[config.mk]
export PLATFORM = sky130hd
export DESIGN_NAME = binary_neighborhood_count_top
export DESIGN_NICKNAME = d
export VERILOG_FILES = /design/src/hw/rtl/bnc_pkg.sv /design/src/hw/rtl/bnc_cell.sv /design/src/hw/rtl/bnc_chain.sv /design/src/hw/rtl/binary_neighborhood_count_top.sv
export SDC_FILE = /design/constraint.sdc
export NUM_CORES = 1
export LEC_CHECK = 0
export ABC_AREA = 1
export BUFFER_PORTS_ARGS = -buffer_cell sky130_fd_sc_hd__buf_2
export CORE_MARGIN = 3
export CORE_UTILIZATION = 50
export DETAILED_ROUTE_END_ITERATION = 7
export HOLD_SLACK_MARGIN = 0.15
export PLACE_DENSITY = 0.71
export SLEW_MARGIN = 20
export SYNTH_ARGS = -nofsm -noshare
export SYNTH_HDL_FRONTEND = slang
export SYNTH_SLANG_ARGS = --single-unit
[constraint.sdc]
create_clock -name i_clk -period 2.7 [get_ports i_clk]
set_input_delay 0.27 -clock i_clk [delete_from_list [all_inputs] [get_ports i_clk]]
set_output_delay 0.27 -clock i_clk [all_outputs]
set_load 0.05 [all_outputs]
[src/hw/rtl/bnc_pkg.sv]
// ----------------------------------------------------------------------------
// bnc_pkg
// Shared types and constants of the binary 3x3 neighbourhood count block.
// ----------------------------------------------------------------------------
`default_nettype none

package bnc_pkg;

    // configuration register widths and reset values
    localparam int ROWS_REG_W = 7;
    localparam int COLS_REG_W = 6;
    localparam int CFG_DATA_W = 7;
    localparam int CFG_IDX_W  = 1;

    localparam logic [ROWS_REG_W-1:0] ROWS_RESET = 7'd6;
    localparam logic [COLS_REG_W-1:0] COLS_RESET = 6'd6;

    // result field widths
    localparam int CNT_W     = 4;
    localparam int ROW_OUT_W = 6;
    localparam int COL_OUT_W = 5;

    // column sum of up to three bits
    localparam int CS_W = 2;

    typedef enum logic [CFG_IDX_W-1:0] {
        CFG_IMAGE_ROWS = 1'b0,
        CFG_IMAGE_COLS = 1'b1
    } t_cfg_index;

    // one image column across the two buffered rows
    typedef struct packed {
        logic prev;
        logic cur;
    } t_col;

    typedef struct packed {
        logic shift;
        logic clear;
    } t_chain_ctl;

endpackage

`default_nettype wire

[src/hw/rtl/bnc_cell.sv]
// ----------------------------------------------------------------------------
// bnc_cell
// One column slot of the row buffer chain: two row bits, shifted towards
// the head, loaded with the newest column when it is the tail of the chain, cleared on clear.
// ----------------------------------------------------------------------------
`default_nettype none

module bnc_cell
    import bnc_pkg::*;
(
    input  wire logic       i_clk,
    input  wire t_chain_ctl i_ctl,
    input  wire logic       i_is_tail,
    input  wire t_col       i_right,
    input  wire t_col       i_tail,
    output t_col            o_col
);

    t_col r_col;
    t_col n_col;

    always_comb begin
        n_col = r_col;
        priority if (i_ctl.clear) begin
            n_col = '0;
        end else if (i_ctl.shift) begin
            n_col = i_is_tail ? i_tail : i_right;
        end
    end

    always_ff @(posedge i_clk) begin
        r_col <= n_col;
    end

    assign o_col = r_col;

endmodule

`default_nettype wire

[src/hw/rtl/bnc_chain.sv]
// ----------------------------------------------------------------------------
// bnc_chain
// Row of column cells forming a circular line buffer whose length follows
// the configured column count; the head holds the column due next.
// ----------------------------------------------------------------------------
`default_nettype none

module bnc_chain
    import bnc_pkg::*;
#(
    parameter  int MAX_COLS = 32,
    localparam int CW       = $clog2(MAX_COLS)
) (
    input  wire logic          i_clk,
    input  wire t_chain_ctl    i_ctl,
    input  wire logic [CW-1:0] i_cols_last,
    input  wire t_col          i_tail,
    output t_col               o_head
);

    t_col w_cell  [MAX_COLS];
    t_col w_right [MAX_COLS];

    for (genvar j = 0; j < MAX_COLS; j++) begin : g_cell
        if (j == MAX_COLS - 1) begin : g_end
            assign w_right[j] = '0;
        end else begin : g_mid
            assign w_right[j] = w_cell[j+1];
        end

        bnc_cell u_cell (
            .i_clk     (i_clk),
            .i_ctl     (i_ctl),
            .i_is_tail (i_cols_last == CW'(j)),
            .i_right   (w_right[j]),
            .i_tail    (i_tail),
            .o_col     (w_cell[j])
        );
    end

    assign o_head = w_cell[0];

endmodule

`default_nettype wire

[src/hw/rtl/binary_neighborhood_count_top.sv]
// ----------------------------------------------------------------------------
// binary_neighborhood_count_top
// Streaming 3x3 box sum of a binary image, pixels in raster order.
//
//   channel   direction  handshake                 payload
//   pixel     in         i_in_valid / o_in_stall   i_pixel_set
//   count     out        o_out_valid / i_out_stall o_neighbor_count, o_out_row,
//                                                  o_out_col, o_run_last,
//                                                  o_frame_last
//   config    in         i_cfg_we                  i_cfg_index, i_cfg_data
//
// one pixel per cycle inside a row while the output is not stalled; the
// last pixel of a row from the second row on is followed by ST_TAIL for
// the row's final count; after the last pixel of a frame, ST_FLUSH moves
// the final row out of the cell chain and clears the chain at its end
// results go through one output register; a stalled output stalls input
// reset or any configuration write restarts the frame
// ----------------------------------------------------------------------------
`default_nettype none

module binary_neighborhood_count_top
    import bnc_pkg::*;
#(
    parameter int MAX_ROWS = 64,
    parameter int MAX_COLS = 32
) (
    input  wire logic                  i_clk,
    input  wire logic                  i_rst_n,
    input  wire logic                  i_in_valid,
    output logic                       o_in_stall,
    input  wire logic                  i_pixel_set,
    output logic                       o_out_valid,
    input  wire logic                  i_out_stall,
    output logic [CNT_W-1:0]           o_neighbor_count,
    output logic [ROW_OUT_W-1:0]       o_out_row,
    output logic [COL_OUT_W-1:0]       o_out_col,
    output logic                       o_run_last,
    output logic                       o_frame_last,
    input  wire logic                  i_cfg_we,
    input  wire logic [CFG_IDX_W-1:0]  i_cfg_index,
    input  wire logic [CFG_DATA_W-1:0] i_cfg_data
);

    localparam int RW = (MAX_ROWS > 1) ? $clog2(MAX_ROWS) : 1;
    localparam int CW = $clog2(MAX_COLS);
    localparam int FW = $clog2(MAX_COLS + 1);

    typedef enum logic [2:0] {
        ST_RUN   = 3'b001,
        ST_TAIL  = 3'b010,
        ST_FLUSH = 3'b100
    } t_state;

    function automatic logic [RW-1:0] f_rows_last(input logic [ROWS_REG_W-1:0] v);
        logic [RW-1:0] res;
        if (v == '0) begin
            res = '0;
        end else if (32'(v) > MAX_ROWS) begin
            res = RW'(MAX_ROWS - 1);
        end else begin
            res = RW'(v - ROWS_REG_W'(1));
        end
        return res;
    endfunction

    function automatic logic [CW-1:0] f_cols_last(input logic [COLS_REG_W-1:0] v);
        logic [CW-1:0] res;
        if (v == '0) begin
            res = '0;
        end else if (32'(v) > MAX_COLS) begin
            res = CW'(MAX_COLS - 1);
        end else begin
            res = CW'(v - COLS_REG_W'(1));
        end
        return res;
    endfunction

    t_state            r_state, n_state;
    logic [RW-1:0]     r_row, n_row;
    logic [CW-1:0]     r_col, n_col;
    logic [FW-1:0]     r_fcnt, n_fcnt;
    logic [CS_W-1:0]   r_ws1, n_ws1;
    logic [CS_W-1:0]   r_ws2, n_ws2;
    logic [RW-1:0]     r_rows_last;
    logic [CW-1:0]     r_cols_last;

    logic              r_out_valid;
    logic [CNT_W-1:0]  r_count;
    logic [RW-1:0]     r_orow;
    logic [CW-1:0]     r_ocol;
    logic              r_run_last;
    logic              r_frame_last;

    t_chain_ctl        w_ctl;
    t_col              w_tail;
    t_col              w_head;
    logic              w_can_load;
    logic              w_in_acc;
    logic [CS_W-1:0]   w_cs_new;
    logic [CS_W-1:0]   w_cs_flush;
    logic              w_col_end;
    logic              w_col_first;
    logic              w_row_end;
    logic              w_row_first;
    logic              w_fcnt_end;

    logic              w_ld;
    logic [CNT_W-1:0]  w_count;
    logic [RW-1:0]     w_row;
    logic [CW-1:0]     w_ocol;
    logic              w_run;
    logic              w_frame;

    bnc_chain #(
        .MAX_COLS (MAX_COLS)
    ) u_chain (
        .i_clk       (i_clk),
        .i_ctl       (w_ctl),
        .i_cols_last (r_cols_last),
        .i_tail      (w_tail),
        .o_head      (w_head)
    );

    assign w_can_load  = !r_out_valid || !i_out_stall;
    assign o_in_stall  = !((r_state == ST_RUN) && w_can_load);
    assign w_in_acc    = (r_state == ST_RUN) && w_can_load && i_in_valid;

    assign w_cs_new    = {1'b0, w_head.prev} + {1'b0, w_head.cur} + {1'b0, i_pixel_set};
    assign w_cs_flush  = (r_fcnt <= FW'(r_cols_last))
                       ? ({1'b0, w_head.prev} + {1'b0, w_head.cur}) : '0;

    assign w_col_end   = (r_col == r_cols_last);
    assign w_col_first = (r_col == '0);
    assign w_row_end   = (r_row == r_rows_last);
    assign w_row_first = (r_row == '0);
    assign w_fcnt_end  = (r_fcnt == FW'(r_cols_last) + FW'(1));

    always_comb begin
        n_state = r_state;
        n_row   = r_row;
        n_col   = r_col;
        n_fcnt  = r_fcnt;
        n_ws1   = r_ws1;
        n_ws2   = r_ws2;
        w_ctl   = '0;
        w_tail  = '0;
        w_ld    = 1'b0;
        w_count = '0;
        w_row   = r_row;
        w_ocol  = r_col;
        w_run   = 1'b0;
        w_frame = 1'b0;

        unique case (r_state)
            ST_RUN: begin
                if (w_in_acc) begin
                    w_ctl.shift = 1'b1;
                    w_tail      = '{prev: w_head.cur, cur: i_pixel_set};
                    n_ws2       = w_col_first ? '0 : r_ws1;
                    n_ws1       = w_cs_new;
                    if (!w_row_first && !w_col_first) begin
                        w_ld    = 1'b1;
                        w_count = {2'b00, r_ws2} + {2'b00, r_ws1} + {2'b00, w_cs_new};
                        w_row   = r_row - RW'(1);
                        w_ocol  = r_col - CW'(1);
                        w_run   = !w_col_end;
                    end
                    if (w_col_end) begin
                        if (!w_row_first) begin
                            n_state = ST_TAIL;
                        end else if (w_row_end) begin
                            n_state = ST_FLUSH;
                            n_fcnt  = '0;
                        end else begin
                            n_row = r_row + RW'(1);
                            n_col = '0;
                        end
                    end else begin
                        n_col = r_col + CW'(1);
                    end
                end
            end
            ST_TAIL: begin
                if (w_can_load) begin
                    w_ld    = 1'b1;
                    w_count = {2'b00, r_ws2} + {2'b00, r_ws1};
                    w_row   = r_row - RW'(1);
                    w_ocol  = r_cols_last;
                    w_run   = !w_row_end;
                    if (w_row_end) begin
                        n_state = ST_FLUSH;
                        n_fcnt  = '0;
                    end else begin
                        n_state = ST_RUN;
                        n_row   = r_row + RW'(1);
                        n_col   = '0;
                    end
                end
            end
            ST_FLUSH: begin
                if (r_fcnt == '0) begin
                    w_ctl.shift = 1'b1;
                    n_ws2       = '0;
                    n_ws1       = w_cs_flush;
                    n_fcnt      = r_fcnt + FW'(1);
                end else if (w_can_load) begin
                    w_ld        = 1'b1;
                    w_count     = {2'b00, r_ws2} + {2'b00, r_ws1} + {2'b00, w_cs_flush};
                    w_row       = r_row;
                    w_ocol      = CW'(r_fcnt - FW'(1));
                    w_run       = w_fcnt_end;
                    w_frame     = w_fcnt_end;
                    w_ctl.shift = 1'b1;
                    n_ws2       = r_ws1;
                    n_ws1       = w_cs_flush;
                    if (w_fcnt_end) begin
                        w_ctl.clear = 1'b1;
                        n_state     = ST_RUN;
                        n_row       = '0;
                        n_col       = '0;
                    end else begin
                        n_fcnt = r_fcnt + FW'(1);
                    end
                end
            end
            default: begin
                n_state = ST_RUN;
            end
        endcase

        // any register write or reset restarts the frame
        if (i_cfg_we || !i_rst_n) begin
            w_ctl.clear = 1'b1;
            n_state     = ST_RUN;
            n_row       = '0;
            n_col       = '0;
        end
    end

    always_ff @(posedge i_clk) begin
        if (!i_rst_n) begin
            r_state     <= ST_RUN;
            r_row       <= '0;
            r_col       <= '0;
            r_fcnt      <= '0;
            r_ws1       <= '0;
            r_ws2       <= '0;
            r_rows_last <= f_rows_last(ROWS_RESET);
            r_cols_last <= f_cols_last(COLS_RESET);
        end else begin
            r_state <= n_state;
            r_row   <= n_row;
            r_col   <= n_col;
            r_fcnt  <= n_fcnt;
            r_ws1   <= n_ws1;
            r_ws2   <= n_ws2;
            if (i_cfg_we) begin
                unique case (i_cfg_index)
                    CFG_IMAGE_ROWS: begin
                        r_rows_last <= f_rows_last(i_cfg_data[ROWS_REG_W-1:0]);
                    end
                    CFG_IMAGE_COLS: begin
                        r_cols_last <= f_cols_last(i_cfg_data[COLS_REG_W-1:0]);
                    end
                    default: begin
                        r_rows_last <= r_rows_last;
                    end
                endcase
            end
        end
    end

    // output register
    always_ff @(posedge i_clk) begin
        if (!i_rst_n) begin
            r_out_valid <= 1'b0;
        end else if (w_ld) begin
            r_out_valid <= 1'b1;
        end else if (!i_out_stall) begin
            r_out_valid <= 1'b0;
        end
    end

    always_ff @(posedge i_clk) begin
        if (w_ld) begin
            r_count      <= w_count;
            r_orow       <= w_row;
            r_ocol       <= w_ocol;
            r_run_last   <= w_run;
            r_frame_last <= w_frame;
        end
    end

    assign o_out_valid      = r_out_valid;
    assign o_neighbor_count = r_count;
    assign o_out_row        = ROW_OUT_W'(r_orow);
    assign o_out_col        = COL_OUT_W'(r_ocol);
    assign o_run_last       = r_run_last;
    assign o_frame_last     = r_frame_last;

endmodule

`default_nettype wire
==> results of run 1 <==
-- where the power goes --
group	total [W]	switching [W]	internal, W
Combinational	0.000406	0.000268	0.000138
Clock	0.00212	0.000773	0.00135
Sequential	0.00183	0.0000275	0.00181
-- logic make-up after synthesis --
logic type / count (synthesis) / share of synthesized area, %
flops: 117 / 35.5
xor+xnor: 17 / 2.10
buf+inv: 143 / 9.04
simple gates: 496 / 30.7
compound gates: 225 / 16.8
fa+ha+maj: 31 / 5.90
-- critical path, cell delays in order (launching register included) --
cell and delay (ns):
dfxtp_1 0.36, clkinv_2 0.11, ha_1 0.30, a21oi_1 0.16, o21ai_1 0.09, a21oi_2 0.21, and2_1 0.16, ha_1 0.18
inv_1 0.07, fa_1 0.37, xor2_1 0.14, o221ai_1 0.14
-- routing by layer --
metal | up-vias | part of all wire, %
met5 | - | 0
li1 | 3461 | -
met2 | 189 | 44
met3 | 23 | 6.0
met1 | 3050 | 49
met4 | 0 | 1.7
-- layout make-up --
class | instances | share of cell area, %
clock buffers | 25 | 6.58
clock inverters | 6 | 0.484
inverters | 95 | 4.48
multi-input cells | 769 | 49.2
flip-flops and latches | 117 | 31.3
well taps | 176 | 2.75
repair buffers | 61 | 5.18
-- worst max-delay path by stage --
| stage | start | end | slack, ns | cells after the start |
|---|---|---|---|---|
| after floorplan | r_cols_last[4] | o_neighbor_count[2] | 0.07 | 12 |
| after global placement | r_fcnt[0] | o_neighbor_count[2] | 0.1 | 10 |
| after detailed placement | r_fcnt[0] | o_neighbor_count[2] | 0.12 | 10 |
| after CTS | r_fcnt[0] | o_neighbor_count[2] | 0.10 | 10 |
| after global routing | r_cols_last[1] | r_fcnt[0] | 0.009 | 16 |
| final | r_cols_last[2] | o_neighbor_count[2] | 0.15 | 11 |
-- registers in the layout, summed over array words and instances (netlist names) --
register                     flops
o_out_col                        5
r_rows_last                      6
r_cols_last                      5
r_ws2                            2
r_row                            6
r_fcnt                           6
o_neighbor_count                 4
o_frame_last                     1
o_run_last                       1
r_ws1                            2
o_out_row                        6
r_state                          3
r_col                            5
o_out_valid                      1
u_chain.g_cell.u_cell.o_col     64
-- placed cells by master, fill, tap and decap left out, types with 13 or more instances in the layout --
master,instances
clkbuf_16,19
buf_2,32
buf_4,26
a21oi_1,86
dfxtp_1,99
edfxtp_1,17
nor2_2,15
inv_1,80
nand2_1,225
nor2_1,130
ha_1,27
xor2_1,13
o21ai_0,114
nand3_1,87
-- metrics by stage --
| step | power [W] | instance area (um^2) | std cells |
|---|---|---|---|
| floorplan | 0.00216 | 7090 | 1029 |
| global placement | 0.00226 | 7440 | 1218 |
| detailed placement | 0.00227 | 7440 | 1218 |
| CTS | 0.00439 | 8010 | 1249 |
| global route | 0.00455 | 8020 | 1249 |
| finish | 0.00436 | 8020 | 1249 |
-- what timing repair did --
action | 4_1_cts | 5_1_grt
setup endpoints to repair | 0 | 50
resized for setup | 0 | 5
buffers inserted | 0 | 0
==> impl_summary.log, run 1 <==
INFO  metric run_status = finished, final reports clean
INFO  metric required = approximately 2.9 ns
INFO  metric worstSetupPathType = register to register
INFO  metric post_synth_edffs = 17
INFO  metric synth.yosys.warnings = 0
INFO  metric final.setup_skew = 0.00937 ns
INFO  metric layout_worst_path_cycle_share = 94.6%
INFO  metric nets = 1106
INFO  metric synth.yosys.seq_area_share = 35.5%
INFO  metric area_overhead_vs_synth = 13.2%
INFO  metric place_worst_setup_slack = approximately 0.12 ns
INFO  metric power.density = 543 nW/um^2
INFO  metric first_global_vias = around 6000
INFO  metric grt.overflow.total = 0
INFO  metric detail_route.wl_per_cell = 13.9 um
INFO  metric clock_sinks = 117
INFO  metric cts_buffer_depth = 2
INFO  metric hold_slack = 0.174 ns
INFO  metric setup_viol = 0
INFO  metric syn_inst = 1029
INFO  metric ios = 33
INFO  metric num_antenna_cells = 0
INFO  metric vias = ~6700
INFO  metric min_from = i_rst_n
INFO  metric final-seq-area = around 2500 um^2
INFO  metric cts-hold-fix-buffers = 0
INFO  metric max_clock_freq = about 400 MHz
INFO  metric clock_latency_late_sink = between 0.4 and 0.5 ns
INFO  metric tritoncts = built
INFO  metric grt.met1_usage = 31.8%
INFO  metric setup.reg_to_reg.worst_slack = approximately 0.15 ns
INFO  metric drcViolationCount = 0
INFO  metric worst_slew_margin_rel = a little over three fifths
INFO  metric final_hold_violation_count = 0
INFO  metric worst_r2r_endpoint = o_neighbor_count[2]
INFO  metric row_count = 42
INFO  metric portBuffers = 32
INFO  metric dominantRegCellSynth = dfxtp_1
INFO  metric period_minus_ws_final = 2.55 ns
INFO  metric setup_total_negative_slack = 0 ns
INFO  metric cp.arrival = 2.71 ns
INFO  metric avgViaCountPerCell = about 5.4
INFO  metric detailedRoute.firstIterationViolations = ~650
INFO  metric htree_levels = 4
INFO  metric min-delay-path-class = input port to register
INFO  metric initial_standard_cell_utilization_of_the_core = around 52%
INFO  metric critPathCaptureType = register
INFO  metric worst_pin_slew = 0.555 ns
INFO  metric final_antenna_net_count = 0
INFO  metric async_reset_ff_share = 0%
INFO  metric hpwl = between 10000 and 15000 um
INFO  metric irDropWorstVdd = 0.000429 V
INFO  metric post_synth_instance_area = approximately 7100 um^2
INFO  metric met2_routing_resource_usage_after_global_routing = 33.5%
INFO  metric finalWorstSetupSlack = 0.147 ns
INFO  metric syn-num-nets = approximately 1100
INFO  metric numCtsBuffers = 17
INFO  metric multi_input_area = 3940 um^2
INFO  metric synth-seq-cells = ~120
INFO  metric mean_instance_size_in_the_synthesized_netlist = 6.89 um^2
INFO  metric global_route.peak_usage_layer = met2
INFO  metric worst-r2r-cell-count = 11
INFO  metric worst_hold_path.endpoint = r_rows_last[2]
INFO  metric grt_use_total = 22.3%
INFO  metric p_leak = 3.34 nW
INFO  metric synth.area.top_cells = dfxtp_1 (28%), nand2_1 (12%), o21ai_0 (8.1%)
INFO  metric netlist_top_cells_count = nand2_1 (227), nor2_1 (131), o21ai_0 (115)
INFO  metric globalplace.congestion = about 0.98
INFO  metric die-height = 125 um
INFO  metric whs_path_cells = 2
INFO  metric layout.core_utilization = between 50% and 60%
INFO  metric slew_violations = 0
INFO  metric largest_net_degree_at_the_start_of_global_routing = 48
INFO  metric drt-pass1-iter-count = 6
INFO  metric drive_gt1_share = 13.0%
INFO  metric worstSetupStartpointType = register
INFO  metric cts.reportedPaths.clkPinSlew = 0.05 ns
INFO  metric yosysMostFrequentCell = nand2_1
INFO  metric unrepaired_setup_endpoints_after_global_routing = no
INFO  metric postRouteWirelength = between 15000 and 20000 um
INFO  metric max_cap_violations = 0
INFO  metric layout.filler_cells = 1270
INFO  metric critical_path_peak_fanout = 5
INFO  metric grt_pass1_wl = 29100 um
INFO  metric synth_area_leader_cell = dfxtp_1
INFO  metric rr_startpoint = r_cols_last[2]
INFO  metric synth_largest_type_area_fraction = between 20% and 30%
INFO  metric number_of_antenna_violations_at_the_first_check_in_global_routing = 0
INFO  metric cts_root_buf = clkbuf_16
INFO  metric netlist-cell-type-count = between 40 and 50
INFO  metric floorplan.die_area = 15600 um^2
INFO  metric met3_track_usage_gr = 4.90%
INFO  metric core_area = 13600 um^2
INFO  metric die_span_x = 125 um
No activity file was read; power rests on OpenSTA's default activity.
==> run 2: changes to the inputs <==
Settings changed: CELL_PAD_IN_SITES_DETAIL_PLACEMENT from default to 1, CELL_PAD_IN_SITES_GLOBAL_PLACEMENT from default to 1, CORE_UTILIZATION 50 to 41, PLACE_DENSITY 0.71 to 0.78.
==> run 2 against run 1 <==
  * Critical path depth increased by 1
  * Maximum frequency down 1.7%
  * Via count is 5.1% higher
  * Sequential cell count unchanged
  * Largest cell class unchanged
==> impl_summary.log, run 2 (same netlist as run 1, synthesis figures left out) <==
INFO  metric drcViolationCount = 0
INFO  metric drt-pass1-iter-count = 4
INFO  metric ios = 33
INFO  metric cts_buffer_depth = 2
INFO  metric min-delay-path-class = input port to register
INFO  metric largest_net_degree_at_the_start_of_global_routing = 58
INFO  metric grt.overflow.total = 0
INFO  metric hpwl = 15000 um
INFO  metric final_antenna_net_count = 0
INFO  metric setup.reg_to_reg.worst_slack = 0.10 ns
INFO  metric floorplan.die_area = 18900 um^2
INFO  metric detailedRoute.firstIterationViolations = 436
INFO  metric power.density = 566 nW/um^2
INFO  metric avgViaCountPerCell = 5.45
INFO  metric top_library_cells_by_usage_in_the_layout_fill_and_taps_aside = nand2_1 (224), nor2_1 (130), o21ai_0 (115)
INFO  metric min_from = i_cfg_we
INFO  metric htree_levels = 4
INFO  metric num_antenna_cells = 0
INFO  metric clock_latency_late_sink = around 0.43 ns
INFO  metric die-height = between 100 and 150 um
INFO  metric whs_path_cells = 3
INFO  metric cp.arrival = 2.76 ns
INFO  metric globalplace.congestion = around 0.92
INFO  metric run_status = finished, final reports clean
INFO  metric max_clock_freq = 385 MHz
INFO  metric die_span_x = between 100 and 150 um
INFO  metric worst_pin_slew = 0.518 ns
INFO  metric setup_viol = 0
INFO  metric postPlaceCellArea = 7480 um^2
INFO  metric row_count = 47
INFO  metric postRouteWirelength = around 22000 um
INFO  metric critical_path_peak_fanout = 6
INFO  metric period_minus_ws_final = around 2.6 ns
INFO  metric worst_r2r_endpoint = o_neighbor_count[2]
INFO  metric netSwitchingPower = 0.00119 W
INFO  metric layout.core_utilization = 48.6%
INFO  metric core_area = 16800 um^2
INFO  metric rr_startpoint = r_fcnt[0]
INFO  metric required = 2.87 ns
INFO  metric cts.reportedPaths.clkPinSlew = 0.06 ns
INFO  metric unrepaired_setup_endpoints_after_global_routing = yes
INFO  metric worstSetupPathType = register to register
INFO  metric number_of_flip_flops_under_the_largest_register_name = 64
INFO  metric number_of_antenna_violations_at_the_first_check_in_global_routing = 0
INFO  metric worstSetupStartpointType = register
INFO  metric max_cap_violations = 0
INFO  metric worst-r2r-cell-count = 12
INFO  metric grt_pass1_wl = 35500 um
INFO  metric numCtsBuffers = 17
INFO  metric nets = 1109
INFO  metric vias = 7067
INFO  metric layout_commonest_cell = nand2_1
INFO  metric p_leak = 3.36 nW
INFO  metric initial_standard_cell_utilization_of_the_core = 42.3%
INFO  metric drive_gt1_share = 13.7%
INFO  metric worst_slew_margin_rel = 65.4%
INFO  metric layout_worst_path_cycle_share = 96.2%
INFO  metric p_sw_share = 25.8%
INFO  metric final.setup_skew = 0.00586 ns
INFO  metric portBuffers = 32
INFO  metric final_hold_violation_count = 0
INFO  metric p_int = 0.00342 W
INFO  metric worst_hold_path.endpoint = r_state[0]
INFO  metric hold_slack = 0.215 ns
INFO  metric pwr-share-clk = between 50% and 60%
INFO  metric design_area = 8150 um^2
INFO  metric irDropWorstVdd = approximately 0.00047 V
INFO  metric detail_route.wl_per_cell = 17.0 um
INFO  metric sequentialPowerShare = between 30% and 40%
INFO  metric clock_sinks = 117
INFO  metric area_overhead_vs_synth = 15.0%
INFO  metric first_global_vias = 6940
INFO  metric slew_violations = 0
INFO  metric grt_use_total = 23.6%
INFO  metric critPathCaptureType = register
INFO  metric tritoncts = built
INFO  metric power.combinational.fraction = about a tenth
INFO  metric cts_root_buf = clkbuf_16
run 2: power by group through the flow:
stage	clock network, W	registers, W	logic (W)
after global routing	0.00246	0.00184	0.000486
after CTS	0.00237	0.00183	0.000420
after detailed placement	0	0.00187	0.000413
after floorplan	0	0.00186	0.000298
final	0.00235	0.00183	0.000431
after global placement	0	0.00187	0.000402
run 2: layout make-up:
type | count | area [um^2]
clock buffers | 21 | 450
clock inverters | 11 | 146
fillers | 2175 | 8610
inverters | 95 | 360
multi-input cells | 769 | 3970
flip-flops and latches | 117 | 2520
well taps | 220 | 275
repair buffers | 64 | 433
run 2: per-layer routing:
layer  GRT usage (%)  vias to the layer above  part of all wire (%)
met5               0                        -                     0
met4            6.87                        0                   1.7
li1                -                     3462                     -
met1            32.1                     3437                    48
met2            38.3                      134                    47
met3            4.42                       34                   3.5
run 2: what timing repair did:
item	in CTS	in global routing
endpoints found under the hold margin	1	0
hold buffers	1	0
setup endpoints to repair	0	70
gates resized for setup	0	13
setup buffers	0	0
run 2: critical path: stages (launching register included):
cell,delay (ns)
dfxtp_1,0.37
inv_2,0.15
ha_1,0.17
o21bai_1,0.07
a21oi_1,0.16
o21ai_0,0.09
a21oi_1,0.24
and2_1,0.18
ha_2,0.18
inv_1,0.05
fa_1,0.37
xor2_1,0.15
o221ai_1,0.14
run 2: how the worst max path moves through the flow:
stage	to	slack, ns	cells past startpoint	start
4_1_cts	r_fcnt[3]	0.01	16	r_cols_last[0]
6_report	o_neighbor_count[2]	0.10	12	r_fcnt[0]
3_5_place_dp	o_neighbor_count[2]	0.06	13	r_cols_last[1]
5_1_grt	r_col[0]	-0.006	13	r_cols_last[2]
2_1_floorplan	o_neighbor_count[2]	0.07	12	r_cols_last[4]
3_3_place_gp	o_neighbor_count[2]	0.16	10	r_fcnt[0]
run 2: metrics by stage:
stage / setup TNS [ns] / std cells / worst slack (ns) / total power, W
final: 0 / 1297 / 0.102 / 0.00461
after global routing: -0.00585 / 1297 / -0.00585 / 0.00479
after CTS: 0 / 1296 / 0.00975 / 0.00462
after detailed placement: 0 / 1263 / 0.0601 / 0.00228
after global placement: 0 / 1263 / 0.156 / 0.00227
after floorplan: 0 / 1029 / 0.0654 / 0.00216
==> run 3: changes to the inputs <==
Settings changed: CORE_UTILIZATION 41 to 40, SYNTH_HIERARCHICAL from default to 1.
==> run 3 against run 2 <==
  * Cell area grew 9.4%
  * Global-route usage shrank 1.0 points
  * Clock-buffer cell count grew 1
  * Synthesized cell count grew 16%
  * First-iteration DRC count grew 3.2%
  * Hold slack lost 0.042 ns
  * Sequential cell count is the same
  * Clock power grew 2%
  * Largest power group unchanged
==> impl_summary.log, run 3 <==
INFO  metric numCtsBuffers = 17
INFO  metric netlist_top_cells_count = nand2_1 (374), nor2_1 (175), inv_1 (136)
INFO  metric power.combinational.fraction = approximately 11%
INFO  metric place_worst_setup_slack = -0.00327 ns
INFO  metric initial_standard_cell_utilization_of_the_core = 41.4%
INFO  metric yosysMostFrequentCell = nand2_1
INFO  metric detailedRoute.firstIterationViolations = 450
INFO  metric max_clock_freq = about 380 MHz
INFO  metric post_synthesis_compound_gate_area_fraction = 6.60%
INFO  metric largest_net_degree_at_the_start_of_global_routing = 65
INFO  metric synth.area.mux_share = 0%
INFO  metric synth_area_leader_cell = dfxtp_1
INFO  metric critPathCaptureType = register
INFO  metric synth.yosys.seq_area_share = 33.4%
INFO  metric grt_pass1_wl = about 38000 um
INFO  metric sequentialPowerShare = 38.6%
INFO  metric period_minus_ws_final = 2.62 ns
INFO  metric dominantRegCellSynth = dfxtp_1
INFO  metric slew_violations = 0
INFO  metric vias = 7787
INFO  metric synth_fa_ha_area_share = 4.55%
INFO  metric p_leak = roughly 4.4 nW
INFO  metric drt-pass1-iter-count = 5
INFO  metric pwr-share-clk = between 50% and 60%
INFO  metric cts_root_buf = clkbuf_16
INFO  metric hold_slack = 0.173 ns
INFO  metric setup.reg_to_reg.worst_slack = 0.08 ns
INFO  metric layout_commonest_cell = nand2_1
INFO  metric required = 2.85 ns
INFO  metric worstSetupPathType = register to register
INFO  metric synth-seq-cells = roughly 120
INFO  metric async_reset_ff_share = 0%
INFO  metric floorplan.die_area = 20500 um^2
INFO  metric detail_route.wl_per_cell = 15.4 um
INFO  metric worst_slew_margin_rel = 63.7%
INFO  metric nets = 1300
INFO  metric cp.arrival = 2.77 ns
INFO  metric post_synth_instance_area = ~7500 um^2
INFO  metric power.density = 534 nW/um^2
INFO  metric final_hold_violation_count = 0
INFO  metric worst-r2r-cell-count = 12
INFO  metric layout.core_utilization = 49.0%
INFO  metric irDropWorstVdd = 0.000427 V
INFO  metric avgViaCountPerCell = between 5 and 6
INFO  metric number_of_flip_flops_under_the_largest_register_name = 64
INFO  metric core_area = around 18000 um^2
INFO  metric total_power = 0.00476 W
INFO  metric netlist-cell-type-count = 40
INFO  metric worst_r2r_endpoint = o_neighbor_count[2]
INFO  metric area_overhead_vs_synth = 18.4%
INFO  metric grt.overflow.total = 0
INFO  metric syn_inst = roughly 1200
INFO  metric top_library_cells_by_usage_in_the_layout_fill_and_taps_aside = nand2_1 (371), nor2_1 (173), inv_1 (132)
INFO  metric critPathCapture = o_neighbor_count[2]
INFO  metric number_of_antenna_violations_at_the_first_check_in_global_routing = 0
INFO  metric min-delay-path-class = input port to register
INFO  metric ios = 33
INFO  metric startpoint = r_cols_last[3]
INFO  metric clock_latency_late_sink = approximately 0.42 ns
INFO  metric rr_startpoint = r_cols_last[3]
INFO  metric setup_viol = 0
INFO  metric max_cap_violations = 0
INFO  metric p_sw_share = between 20% and 30%
INFO  metric critical_path_peak_fanout = 2
INFO  metric final_antenna_net_count = 0
INFO  metric htree_levels = 4
INFO  metric worst_pin_slew = between 0.5 and 0.6 ns
INFO  metric num_antenna_cells = 0
INFO  metric cts-hold-fix-buffers = 0
INFO  metric die-height = 143 um
INFO  metric p_int = 0.00355 W
INFO  metric unrepaired_setup_endpoints_after_global_routing = yes
INFO  metric postRouteWirelength = roughly 23000 um
INFO  metric hpwl = 15500 um
INFO  metric layout_worst_path_cycle_share = 97.2%
INFO  metric synth_largest_type_area_fraction = 26.6%
INFO  metric synth-simple-area-share = between 40% and 50%
INFO  metric post_synth_xor_xnor_area = 2.09%
INFO  metric worstSetupStartpointType = register
INFO  metric drcViolationCount = 0
INFO  metric synth_top_family_by_area = simple AND/OR/NAND/NOR gates
INFO  metric portBuffers = 32
INFO  metric post_cts_buffers = 0
INFO  metric run_status = finished, final reports clean
INFO  metric first_global_vias = 7791
INFO  metric drive_gt1_share = 16.5%
INFO  metric mean_instance_size_in_the_synthesized_netlist = 6.31 um^2
INFO  metric post_synth_edffs = 17
INFO  metric grt_use_total = about 23%
INFO  metric globalplace.congestion = 0.856
INFO  metric row_count = 49
INFO  metric die_span_x = 143 um
INFO  metric clock_sinks = 117
INFO  metric cts_buffer_depth = 2
INFO  metric final.setup_skew = just over 0.008 ns
INFO  metric synth.yosys.warnings = 6
INFO  metric cts.reportedPaths.clkPinSlew = roughly 0.060 ns
INFO  metric synth.area.top_cells = dfxtp_1 (27%), nand2_1 (19%), nor2_1 (8.7%)
INFO  metric tritoncts = built
INFO  metric finalWorstSetupSlack = 0.0753 ns
INFO  metric netSwitchingPower = 0.00121 W
-- run 3: cell count changes after synthesis, sizes merged, moves of 14 or more --
cell,previous run,this run
buf,31,17
nand2,231,378
inv,91,173
a21oi,87,43
nand3,94,130
nor2,149,214
o21ai,116,20
-- run 3: area by class of cell --
class,instances,area [um^2]
multi-input cells,883,4310
clock inverters,9,121
fillers,2474,9290
repair buffers,69,533
inverters,173,653
flip-flops and latches,117,2520
well taps,229,287
clock buffers,22,495
-- run 3: logic make-up (layout without fill, tap and decap cells) --
logic type / count (synthesis) / in the layout
flops: 117 / 117
simple gates: 753 / 753
xor+xnor: 18 / 18
buf+inv: 194 / 273
other cells: 1 / 2
fa+ha+maj: 25 / 25
compound gates: 85 / 85
-- run 3: repair_timing --
| action | 4_1_cts | 5_1_grt |
|---|---|---|
| resized for setup | 4 | 8 |
| cloned | 0 | 2 |
| pin swaps | 3 | 3 |
| endpoints found under the setup margin | 1 | 54 |
-- run 3: worst min path at each step --
stage                   startpoint             end  slack [ns]  depth (start not counted)
floorplan                 i_cfg_we      r_state[0]        0.44                          2
global placement          r_ws2[0]        r_ws2[0]        0.46                          2
detailed placement  r_rows_last[5]  r_rows_last[5]        0.48                          2
CTS                        i_rst_n  r_rows_last[2]        0.15                          2
global route               i_rst_n  r_cols_last[2]        0.18                          2
finish                     i_rst_n  r_rows_last[2]        0.17                          2
-- run 3: stage by stage --
step	cells	TNS, ns	instance area [um^2]
6_report	1502	0	8920
5_1_grt	1502	-0.121	8920
4_1_cts	1500	0	8850
3_5_place_dp	1469	-0.00327	8220
3_3_place_gp	1469	0	8220
2_1_floorplan	1194	-4.86	7580
-- run 3: power by group through the flow --
stage / clock, W / combinational, W / sequential (W)
2_1_floorplan: 0 / 0.000350 / 0.00187
6_report: 0.00240 / 0.000520 / 0.00184
4_1_cts: 0.00244 / 0.000508 / 0.00184
3_3_place_gp: 0 / 0.000486 / 0.00187
5_1_grt: 0.00251 / 0.000590 / 0.00184
3_5_place_dp: 0 / 0.000499 / 0.00187
-- run 3: layer usage --
| layer | global-route usage, % | part of all wire, % |
|---|---|---|
| met5 | 0 | 0 |
| met2 | 37.8 | 48 |
| met4 | 5.55 | 1.2 |
| met3 | 3.72 | 3.4 |
| met1 | 30.6 | 48 |
-- run 3: critical path, cell delays in order (launching register included) --
cell,delay [ns]
dfxtp_1,0.32
inv_1,0.07
ha_1,0.29
nand2_1,0.11
nor3_1,0.07
o21ai_1,0.11
o2111ai_2,0.16
a21boi_2,0.23
ha_2,0.22
inv_1,0.06
fa_2,0.41
xor2_2,0.16
o221ai_1,0.15
